<file path="config.mk">
export PLATFORM = sky130hd
export DESIGN_NAME = image_corner_point_finder
export DESIGN_NICKNAME = d
export VERILOG_FILES = /design/src/design/icpf_pkg.sv /design/src/design/image_corner_point_finder.sv /design/src/design/icpf_front.sv /design/src/design/icpf_queue.sv /design/src/design/icpf_back.sv
export SDC_FILE = /design/constraint.sdc
export NUM_CORES = 2
export LEC_CHECK = 0
export BUFFER_PORTS_ARGS = -buffer_cell sky130_fd_sc_hd__clkbuf_2
export CAP_MARGIN = 20
export CORE_MARGIN = 4
export CORE_UTILIZATION = 30
export DETAILED_ROUTE_END_ITERATION = 16
export SYNTH_ARGS = -nofsm -noshare
export SYNTH_HDL_FRONTEND = slang
export SYNTH_SLANG_ARGS = --single-unit
</file>
<file path="constraint.sdc">
create_clock -name clk -period 9.37 [get_ports clk]
set_input_delay 0.4685 -clock clk [delete_from_list [all_inputs] [get_ports clk]]
set_output_delay 0.4685 -clock clk [all_outputs]
set_load 0.02 [all_outputs]
</file>
<file path="src/design/icpf_pkg.sv">
// ----------------------------------------------------------------------------
// icpf_pkg
// Shared types and constants of the image corner point finder.
// ----------------------------------------------------------------------------
`timescale 1ns / 1ps
`default_nettype none

package icpf_pkg;

  // red level that marks a white pixel
  localparam logic [7:0] WHITE_LEVEL = 8'd255;

  // configuration register indexes
  localparam int unsigned CFG_INDEX_W = 4;
  localparam logic [CFG_INDEX_W-1:0] REG_IMAGE_WIDTH  = 4'd0;
  localparam logic [CFG_INDEX_W-1:0] REG_IMAGE_HEIGHT = 4'd1;

  // entries of the queue between front and back
  localparam int unsigned QUEUE_DEPTH = 4;

  localparam int unsigned NUM_CORNERS = 4;

  typedef struct packed {
    logic full;
    logic empty;
  } queue_status_t;

  typedef enum logic [1:0] {
    BK_IDLE,
    BK_ROOT,
    BK_APPLY
  } back_state_t;

endpackage

`default_nettype wire

</file>
<file path="src/design/image_corner_point_finder.sv">
// A white pixel holds the back end while the four square root units produce one root
//   bit a cycle; any other pixel goes straight to the update. The back end takes the
//   next queue entry only once it is idle again.
// Reset (synchronous, rst_n low): both registers and radii to all ones, coordinates
//   to zero, queue empty. A four-entry queue buffers bursts; results cannot stall.
// ----------------------------------------------------------------------------
// image_corner_point_finder
// Finds, over one frame, the white pixel nearest each of the four image
// corners and reports their coordinates on the last pixel of the frame.
// ----------------------------------------------------------------------------
`timescale 1ns / 1ps
`default_nettype none

module image_corner_point_finder #(
  parameter int unsigned COORD_WIDTH = 12
) (
  input  wire                                  clk,
  input  wire                                  rst_n,
  input  wire                                  start,
  output logic                                 busy,
  input  wire  [COORD_WIDTH-1:0]               in_pixel_x,
  input  wire  [COORD_WIDTH-1:0]               in_pixel_y,
  input  wire  [7:0]                           in_red_level,
  input  wire                                  in_frame_end,
  output logic                                 out_valid,
  output logic [COORD_WIDTH-1:0]               out_top_left_x,
  output logic [COORD_WIDTH-1:0]               out_top_left_y,
  output logic [COORD_WIDTH-1:0]               out_top_right_x,
  output logic [COORD_WIDTH-1:0]               out_top_right_y,
  output logic [COORD_WIDTH-1:0]               out_bottom_right_x,
  output logic [COORD_WIDTH-1:0]               out_bottom_right_y,
  output logic [COORD_WIDTH-1:0]               out_bottom_left_x,
  output logic [COORD_WIDTH-1:0]               out_bottom_left_y,
  input  wire                                  cfg_valid,
  output logic                                 cfg_ready,
  input  wire  [icpf_pkg::CFG_INDEX_W-1:0]     cfg_index,
  input  wire  [COORD_WIDTH-1:0]               cfg_wdata
);

  localparam int unsigned NC        = icpf_pkg::NUM_CORNERS;
  localparam int unsigned PAY_WIDTH = 2 * COORD_WIDTH + 2 + 4 * (2 * COORD_WIDTH + 1);

  logic [COORD_WIDTH-1:0]  width_r, width_nxt, height_r, height_nxt;
  logic                    reload_r, reload_nxt;
  icpf_pkg::queue_status_t q_status;
  logic                    push, pop;
  logic [PAY_WIDTH-1:0]    push_data, pop_data;
  logic [COORD_WIDTH-1:0]  res_x [NC];
  logic [COORD_WIDTH-1:0]  res_y [NC];

  always_comb begin
    cfg_ready  = 1'b1;
    width_nxt  = width_r;
    height_nxt = height_r;
    reload_nxt = 1'b0;
    if (cfg_valid) begin
      if (cfg_index == icpf_pkg::REG_IMAGE_WIDTH) begin
        width_nxt  = cfg_wdata;
        reload_nxt = 1'b1;
      end else if (cfg_index == icpf_pkg::REG_IMAGE_HEIGHT) begin
        height_nxt = cfg_wdata;
      end
    end
  end

  // radii reload through the registered reload flag, from the updated width register
  always_ff @(posedge clk) begin
    if (!rst_n) begin
      width_r  <= '1;
      height_r <= '1;
      reload_r <= 1'b0;
    end else begin
      width_r  <= width_nxt;
      height_r <= height_nxt;
      reload_r <= reload_nxt;
    end
  end

  icpf_front #(
    .COORD_WIDTH (COORD_WIDTH),
    .PAY_WIDTH   (PAY_WIDTH)
  ) u_front (
    .clk          (clk),
    .rst_n        (rst_n),
    .start        (start),
    .busy         (busy),
    .pixel_x      (in_pixel_x),
    .pixel_y      (in_pixel_y),
    .red_level    (in_red_level),
    .frame_end    (in_frame_end),
    .image_width  (width_r),
    .image_height (height_r),
    .q_status     (q_status),
    .push         (push),
    .push_data    (push_data)
  );

  icpf_queue #(
    .WIDTH (PAY_WIDTH)
  ) u_queue (
    .clk       (clk),
    .rst_n     (rst_n),
    .push      (push),
    .push_data (push_data),
    .pop       (pop),
    .pop_data  (pop_data),
    .status    (q_status)
  );

  icpf_back #(
    .COORD_WIDTH (COORD_WIDTH),
    .PAY_WIDTH   (PAY_WIDTH)
  ) u_back (
    .clk           (clk),
    .rst_n         (rst_n),
    .q_status      (q_status),
    .q_data        (pop_data),
    .pop           (pop),
    .image_width   (width_r),
    .radius_reload (reload_r),
    .out_valid     (out_valid),
    .out_x         (res_x),
    .out_y         (res_y)
  );

  // corner order: (0,0), (W,0), (W,H), (0,H)
  always_comb begin
    out_top_left_x     = res_x[0];
    out_top_left_y     = res_y[0];
    out_top_right_x    = res_x[1];
    out_top_right_y    = res_y[1];
    out_bottom_right_x = res_x[2];
    out_bottom_right_y = res_y[2];
    out_bottom_left_x  = res_x[3];
    out_bottom_left_y  = res_y[3];
  end

endmodule

`default_nettype wire

</file>
<file path="src/design/icpf_front.sv">
// ----------------------------------------------------------------------------
// icpf_front
// Accepts pixels, flags white ones and forms the squared distance to each of
// the four corners, then pushes the entry into the queue.
// ----------------------------------------------------------------------------
`timescale 1ns / 1ps
`default_nettype none

module icpf_front #(
  parameter int unsigned COORD_WIDTH = 12,
  parameter int unsigned PAY_WIDTH   = 2 * COORD_WIDTH + 2 + 4 * (2 * COORD_WIDTH + 1)
) (
  input  wire                         clk,
  input  wire                         rst_n,
  input  wire                         start,
  output logic                        busy,
  input  wire  [COORD_WIDTH-1:0]      pixel_x,
  input  wire  [COORD_WIDTH-1:0]      pixel_y,
  input  wire  [7:0]                  red_level,
  input  wire                         frame_end,
  input  wire  [COORD_WIDTH-1:0]      image_width,
  input  wire  [COORD_WIDTH-1:0]      image_height,
  input  icpf_pkg::queue_status_t     q_status,
  output logic                        push,
  output logic [PAY_WIDTH-1:0]        push_data
);

  localparam int unsigned SQW = 2 * COORD_WIDTH;
  localparam int unsigned DW  = SQW + 1;

  logic                   s1_valid_r, s1_valid_nxt;
  logic [SQW-1:0]         sq_x_r, sq_y_r, sq_wx_r, sq_hy_r;
  logic [SQW-1:0]         sq_x_nxt, sq_y_nxt, sq_wx_nxt, sq_hy_nxt;
  logic [COORD_WIDTH-1:0] x_r, y_r;
  logic                   white_r, last_r;
  logic [COORD_WIDTH-1:0] diff_wx, diff_hy;
  logic [DW-1:0]          d2_0, d2_1, d2_2, d2_3;
  logic                   accept;

  always_comb begin
    push         = s1_valid_r && !q_status.full;
    busy         = s1_valid_r && q_status.full;
    accept       = start && !busy;
    s1_valid_nxt = accept ? 1'b1 : (push ? 1'b0 : s1_valid_r);

    // pixels outside the frame take the absolute difference, so it is squared exactly
    diff_wx = (image_width >= pixel_x) ? (image_width - pixel_x) : (pixel_x - image_width);
    diff_hy = (image_height >= pixel_y) ? (image_height - pixel_y) : (pixel_y - image_height);

    sq_x_nxt  = SQW'(pixel_x) * SQW'(pixel_x);
    sq_y_nxt  = SQW'(pixel_y) * SQW'(pixel_y);
    sq_wx_nxt = SQW'(diff_wx) * SQW'(diff_wx);
    sq_hy_nxt = SQW'(diff_hy) * SQW'(diff_hy);

    d2_0 = {1'b0, sq_x_r}  + {1'b0, sq_y_r};
    d2_1 = {1'b0, sq_wx_r} + {1'b0, sq_y_r};
    d2_2 = {1'b0, sq_wx_r} + {1'b0, sq_hy_r};
    d2_3 = {1'b0, sq_x_r}  + {1'b0, sq_hy_r};

    push_data = {d2_3, d2_2, d2_1, d2_0, y_r, x_r, last_r, white_r};
  end

  always_ff @(posedge clk) begin
    if (!rst_n) begin
      s1_valid_r <= 1'b0;
    end else begin
      s1_valid_r <= s1_valid_nxt;
    end
  end

  always_ff @(posedge clk) begin
    if (accept) begin
      sq_x_r  <= sq_x_nxt;
      sq_y_r  <= sq_y_nxt;
      sq_wx_r <= sq_wx_nxt;
      sq_hy_r <= sq_hy_nxt;
      x_r     <= pixel_x;
      y_r     <= pixel_y;
      white_r <= (red_level == icpf_pkg::WHITE_LEVEL);
      last_r  <= frame_end;
    end
  end

endmodule

`default_nettype wire

</file>
<file path="src/design/icpf_queue.sv">
// ----------------------------------------------------------------------------
// icpf_queue
// Small register queue that decouples the front from the back.
// ----------------------------------------------------------------------------
`timescale 1ns / 1ps
`default_nettype none

module icpf_queue #(
  parameter int unsigned WIDTH = 102
) (
  input  wire                      clk,
  input  wire                      rst_n,
  input  wire                      push,
  input  wire  [WIDTH-1:0]         push_data,
  input  wire                      pop,
  output logic [WIDTH-1:0]         pop_data,
  output icpf_pkg::queue_status_t  status
);

  localparam int unsigned DEPTH = icpf_pkg::QUEUE_DEPTH;
  localparam int unsigned PTRW  = $clog2(DEPTH);

  logic [WIDTH-1:0] mem_r [DEPTH];
  logic [PTRW-1:0]  wr_ptr_r, wr_ptr_nxt, rd_ptr_r, rd_ptr_nxt;
  logic [PTRW:0]    count_r, count_nxt;
  logic             do_push, do_pop;

  always_comb begin
    status.full  = (count_r == (PTRW+1)'(DEPTH));
    status.empty = (count_r == '0);
    do_push      = push && !status.full;
    do_pop       = pop && !status.empty;
    wr_ptr_nxt   = do_push ? PTRW'(wr_ptr_r + 1'b1) : wr_ptr_r;
    rd_ptr_nxt   = do_pop ? PTRW'(rd_ptr_r + 1'b1) : rd_ptr_r;
    count_nxt    = count_r;
    if (do_push && !do_pop) begin
      count_nxt = count_r + 1'b1;
    end else if (do_pop && !do_push) begin
      count_nxt = count_r - 1'b1;
    end
    pop_data = mem_r[rd_ptr_r];
  end

  always_ff @(posedge clk) begin
    if (!rst_n) begin
      wr_ptr_r <= '0;
      rd_ptr_r <= '0;
      count_r  <= '0;
    end else begin
      wr_ptr_r <= wr_ptr_nxt;
      rd_ptr_r <= rd_ptr_nxt;
      count_r  <= count_nxt;
    end
  end

  always_ff @(posedge clk) begin
    if (do_push) begin
      mem_r[wr_ptr_r] <= push_data;
    end
  end

`ifndef ASSERT_OFF
  a_no_push_full: assert property (@(posedge clk) disable iff (!rst_n)
    status.full |-> !push)
    else $error("queue pushed while full");

  a_no_pop_empty: assert property (@(posedge clk) disable iff (!rst_n)
    status.empty |-> !pop)
    else $error("queue popped while empty");
`endif

endmodule

`default_nettype wire

</file>
<file path="src/design/icpf_back.sv">
// ----------------------------------------------------------------------------
// icpf_back
// Takes entries from the queue, finds for white pixels the integer square root of the four
// squared distances one result bit a cycle, updates the corner radii and
// coordinates, and emits the kept coordinates at the end of a frame.
// ----------------------------------------------------------------------------
`timescale 1ns / 1ps
`default_nettype none

module icpf_back #(
  parameter int unsigned COORD_WIDTH = 12,
  parameter int unsigned PAY_WIDTH   = 2 * COORD_WIDTH + 2 + 4 * (2 * COORD_WIDTH + 1)
) (
  input  wire                         clk,
  input  wire                         rst_n,
  input  icpf_pkg::queue_status_t     q_status,
  input  wire  [PAY_WIDTH-1:0]        q_data,
  output logic                        pop,
  input  wire  [COORD_WIDTH-1:0]      image_width,
  input  wire                         radius_reload,
  output logic                        out_valid,
  output logic [COORD_WIDTH-1:0]      out_x [icpf_pkg::NUM_CORNERS],
  output logic [COORD_WIDTH-1:0]      out_y [icpf_pkg::NUM_CORNERS]
);

  localparam int unsigned NC   = icpf_pkg::NUM_CORNERS;
  localparam int unsigned DW   = 2 * COORD_WIDTH + 1;
  localparam int unsigned RW   = COORD_WIDTH + 1;
  localparam int unsigned VW   = 2 * RW;
  localparam int unsigned TW   = RW + 2;
  localparam int unsigned CNTW = $clog2(RW);

  icpf_pkg::back_state_t  state_r, state_nxt;
  logic [CNTW-1:0]        cnt_r, cnt_nxt;
  logic [VW-1:0]          val_r [NC], val_nxt [NC];
  logic [TW-1:0]          rem_r [NC], rem_nxt [NC];
  logic [RW-1:0]          root_r [NC], root_nxt [NC];
  logic [COORD_WIDTH-1:0] radius_r [NC], radius_nxt [NC];
  logic [COORD_WIDTH-1:0] cx_r [NC], cx_nxt [NC];
  logic [COORD_WIDTH-1:0] cy_r [NC], cy_nxt [NC];
  logic [COORD_WIDTH-1:0] x_r, x_nxt, y_r, y_nxt;
  logic                   white_r, white_nxt, last_r, last_nxt;
  logic                   out_valid_r, out_valid_nxt;
  logic [COORD_WIDTH-1:0] out_x_r [NC], out_x_nxt [NC];
  logic [COORD_WIDTH-1:0] out_y_r [NC], out_y_nxt [NC];
  logic [TW-1:0]          tmp [NC], trial [NC];
  logic                   take;

  always_comb begin
    state_nxt     = state_r;
    cnt_nxt       = cnt_r;
    x_nxt         = x_r;
    y_nxt         = y_r;
    white_nxt     = white_r;
    last_nxt      = last_r;
    out_valid_nxt = 1'b0;
    pop           = 1'b0;
    take          = 1'b0;
    for (int k = 0; k < NC; k++) begin
      val_nxt[k]    = val_r[k];
      rem_nxt[k]    = rem_r[k];
      root_nxt[k]   = root_r[k];
      radius_nxt[k] = radius_r[k];
      cx_nxt[k]     = cx_r[k];
      cy_nxt[k]     = cy_r[k];
      out_x_nxt[k]  = out_x_r[k];
      out_y_nxt[k]  = out_y_r[k];
      // bring down the next two bits and try the next root bit
      tmp[k]   = {rem_r[k][TW-3:0], val_r[k][VW-1 -: 2]};
      trial[k] = {root_r[k], 2'b01};
    end

    case (state_r)
      icpf_pkg::BK_IDLE: begin
        if (!q_status.empty) begin
          pop       = 1'b1;
          white_nxt = q_data[0];
          last_nxt  = q_data[1];
          x_nxt     = q_data[2 +: COORD_WIDTH];
          y_nxt     = q_data[2 + COORD_WIDTH +: COORD_WIDTH];
          for (int k = 0; k < NC; k++) begin
            val_nxt[k]  = {1'b0, q_data[2 + 2 * COORD_WIDTH + k * DW +: DW]};
            rem_nxt[k]  = '0;
            root_nxt[k] = '0;
          end
          cnt_nxt   = '0;
          state_nxt = q_data[0] ? icpf_pkg::BK_ROOT : icpf_pkg::BK_APPLY;
        end
      end
      icpf_pkg::BK_ROOT: begin
        for (int k = 0; k < NC; k++) begin
          if (tmp[k] >= trial[k]) begin
            rem_nxt[k]  = tmp[k] - trial[k];
            root_nxt[k] = {root_r[k][RW-2:0], 1'b1};
          end else begin
            rem_nxt[k]  = tmp[k];
            root_nxt[k] = {root_r[k][RW-2:0], 1'b0};
          end
          val_nxt[k] = {val_r[k][VW-3:0], 2'b00};
        end
        cnt_nxt = cnt_r + 1'b1;
        if (cnt_r == CNTW'(RW - 1)) begin
          state_nxt = icpf_pkg::BK_APPLY;
        end
      end
      icpf_pkg::BK_APPLY: begin
        // d2 < m*m holds exactly when floor(sqrt(d2)) < m
        for (int k = 0; k < NC; k++) begin
          take = white_r && ({1'b0, radius_r[k]} > root_r[k]);
          if (take) begin
            radius_nxt[k] = root_r[k][COORD_WIDTH-1:0];
            cx_nxt[k]     = x_r;
            cy_nxt[k]     = y_r;
          end
          if (last_r) begin
            out_x_nxt[k]  = cx_nxt[k];
            out_y_nxt[k]  = cy_nxt[k];
            radius_nxt[k] = image_width;
            cx_nxt[k]     = '0;
            cy_nxt[k]     = '0;
          end
        end
        out_valid_nxt = last_r;
        state_nxt     = icpf_pkg::BK_IDLE;
      end
      default: begin
        state_nxt = icpf_pkg::BK_IDLE;
      end
    endcase

    if (radius_reload) begin
      for (int k = 0; k < NC; k++) begin
        radius_nxt[k] = image_width;
      end
    end
  end

  always_ff @(posedge clk) begin
    if (!rst_n) begin
      state_r     <= icpf_pkg::BK_IDLE;
      out_valid_r <= 1'b0;
      for (int k = 0; k < NC; k++) begin
        radius_r[k] <= '1;
        cx_r[k]     <= '0;
        cy_r[k]     <= '0;
      end
    end else begin
      state_r     <= state_nxt;
      out_valid_r <= out_valid_nxt;
      for (int k = 0; k < NC; k++) begin
        radius_r[k] <= radius_nxt[k];
        cx_r[k]     <= cx_nxt[k];
        cy_r[k]     <= cy_nxt[k];
      end
    end
  end

  always_ff @(posedge clk) begin
    cnt_r   <= cnt_nxt;
    x_r     <= x_nxt;
    y_r     <= y_nxt;
    white_r <= white_nxt;
    last_r  <= last_nxt;
    for (int k = 0; k < NC; k++) begin
      val_r[k]   <= val_nxt[k];
      rem_r[k]   <= rem_nxt[k];
      root_r[k]  <= root_nxt[k];
      out_x_r[k] <= out_x_nxt[k];
      out_y_r[k] <= out_y_nxt[k];
    end
  end

  always_comb begin
    out_valid = out_valid_r;
    for (int k = 0; k < NC; k++) begin
      out_x[k] = out_x_r[k];
      out_y[k] = out_y_r[k];
    end
  end

`ifndef ASSERT_OFF
  a_strobe_single: assert property (@(posedge clk) disable iff (!rst_n)
    out_valid_r |=> !out_valid_r)
    else $error("result strobe longer than one cycle");

  a_root_white: assert property (@(posedge clk) disable iff (!rst_n)
    (state_r == icpf_pkg::BK_ROOT) |-> white_r)
    else $error("root iteration on a non-white pixel");

  a_emit_after_last: assert property (@(posedge clk) disable iff (!rst_n)
    out_valid_nxt |-> (state_r == icpf_pkg::BK_APPLY) && last_r)
    else $error("result emitted outside the frame end");
`endif

endmodule

`default_nettype wire

</file>
==> run metrics <==
Die Y-Extent=474 um; Die ar.=225,000 um2; Worst slew margin=0.247; CTS tree=built; first-pass GRT wire length=246 mm; H-tree lvl count=3; startpoint types=primary input; largest area contributor in the netlist=edfxtp_1; synth-to-layout area growth=12.5%; compound-gate portion of the synthesized area=0.0785; vias in the first global route=41,400; minimum clock period=8720 ps; critical path buffer and inverter count=10; CP required=9830 ps; outcome=complete, no violations; Worst path max stage delay=540 ps; flops & latches, synth=1,136; cell at the slowest stage of the critical path=fa_1; share of layout cells above drive strength 1=0.130; Max Cap Violations=0; r2r setup slk=740 ps; most frequent cell after synthesis=edfxtp_1; period utilization=0.931; largest family of logic cells by synthesized area=adder cells; Final setup viols=0; Data arrival, critical path=9180 ps; worst hold path class=primary input to flop; Initial DRC Count=2,806; ys async rst share=0; core footprint=215,000 um2; Hold Violations, Final=0; setup TNS=0 ps; Final #Nets=6,318; starting density of the core=0.302; # fillers=21,100; pins over their slew limit=0; total CTS buffers=112; number of top-level pins=152; Worst-path clk slew=70 ps; routability cong.=0.870; Cell Area, Synth=65,100 um2; grt ovf=0; main area contributors after synthesis=edfxtp_1 (44%), fa_1 (9.8%), ha_1 (9.3%); FP Rows=170; post-CTS setup buffers=0; Fmax=115 MHz; ANT nets after route=0; largest net degree at the start of global routing=156; Synth Flop Type=edfxtp_1; DRC=0; Syn Area/Cell=12.3 um2; RSZ-0062 raised after global routing=no; share of the synthesized area in the top cell type=0.440; Clock Skews=58.7 ps; Syn Inst Count=5,285; adder and majority cell fraction of the synthesized area=0.190; total wire length=160 mm; Synth Area in XOR/XNOR=0.0288; Worst Setup End Kind=flop; Setup CP Type=primary input to flop; die width=474 um; Simple-Gate Fraction of Synth Area=0.0924; Net Count, Synth=6,138; count of cell types in the netlist=90; synth warn=0; top cells by count, synth=edfxtp_1 (954), inv_1 (573), nor2_1 (497), ha_1 (482), nand2_1 (469); worst skew pair latency=760 ps; mux cell area share after synthesis=0.0690; Post-synth EDFFs=954; slew of the pin with the lowest slew margin=1120 ps; routed len/inst=19.1 um; GR Util All Layers=0.141; HPWL Detailed=115 mm; maximum root-to-sink buffer count=3; sequential share of the synthesized area=0.496; initial antenna violation count=15; number of I/O port buffers=150; CP delay by family, top=adder cells; Root Driver=clkbuf_16; First-pass DRT Iterations=5; Vias=40,500; critical path peak fanout=13; Sink Count=1,136; Via density=4.82
[path summary, 6_finish.rpt]
| kind | start | to | cells past startpoint |
|---|---|---|---|
| max reg2reg | height_r[0] | u_front.sq_hy_r[21] | 33 |
| min reg2reg | u_back.cy_r[0][9] | u_back.cy_r[0][9] | 1 |
| max | in_pixel_y[6] | u_front.sq_hy_r[21] | 33 |
| min | cfg_wdata[11] | width_r[11] | 3 |
[cell families after synthesis]
group	count (synthesis)
other cells	1
mux	277
flops	1136
simple gates	1355
buf+inv	758
fa+ha+maj	800
xor+xnor	207
compound gates	751
[metal layers]
metal  up-vias  track usage  wire length [um]
li1      18900            -                 -
met1     20400        0.198             73900
met2       974        0.226             73100
met3       206       0.0236              8760
met4         4       0.0394              4200
met5         -            0                22
[sequential cells by signal (all words and copies together) (netlist names), 22 cells and up, named ones only]
signal           flops
u_front.sq_hy_r     23
u_front.sq_wx_r     23
u_back.out_x_r      48
u_back.val_r       104
u_back.root_r       52
u_back.rem_r        52
u_queue.mem_r      504
u_back.radius_r     48
u_back.cy_r         48
u_back.cx_r         48
u_front.sq_x_r      22
u_back.out_y_r      48
u_front.sq_y_r      22
[metrics by stage]
stage | setup slack, ps | cell area, um2 | hold WS, ps | util | std cells
2_1_floorplan | 1090 | 65100 | 439 | - | 5285
3_3_place_gp | 372 | 69400 | 452 | 0.323 | 8184
3_5_place_dp | 203 | 69400 | 452 | 0.323 | 8184
4_1_cts | 560 | 73200 | 1.78 | 0.340 | 8394
5_1_grt | 121 | 73200 | 25.4 | 0.340 | 8397
6_report | 646 | 73300 | 40.8 | 0.340 | 8398
[area by class of cell]
type,instances,area [um2],share of cell area
Tap cell,2838,3550,0.0485
Sequential cell,1136,32300,0.441
Timing Repair Buffer,232,1390,0.0189
Multi-Input combinational cell,3391,30000,0.410
Antenna cell,3,7.51,0.000102
Clock inverter,73,696,0.00950
Inverter,592,2220,0.0303
Clock buffer,133,3060,0.0417
[placed cells by master (no fill, tap or decap), types with 44 or more instances in the layout]
master	instances
a22o_1	98
mux4_2	126
mux2i_1	44
o21ai_0	129
nand2_1	468
edfxtp_1	954
buf_4	76
xnor2_1	138
fa_1	318
nor2b_1	52
mux2_2	104
ha_1	482
inv_1	573
and2_1	54
a21oi_1	180
nor2_1	492
o21a_1	51
clkbuf_2	150
clkbuf_16	117
dfxtp_1	180
nor3_1	46
a21o_1	95
xor2_1	64
[worst min-delay path, cell delays in order]
cell      delay (ps)
clkbuf_2         150
mux2i_1           90
nand2_1           60
[what timing repair did]
action | CTS | global route
setup endpoints to repair | 0 | 1
hold buffers | 4 | 0
gates resized for setup | 0 | 1
endpoints found under the hold margin | 4 | 0
Power is not shown: default switching activity piles up to over one toggle a cycle in this logic, so the estimate is an artifact.
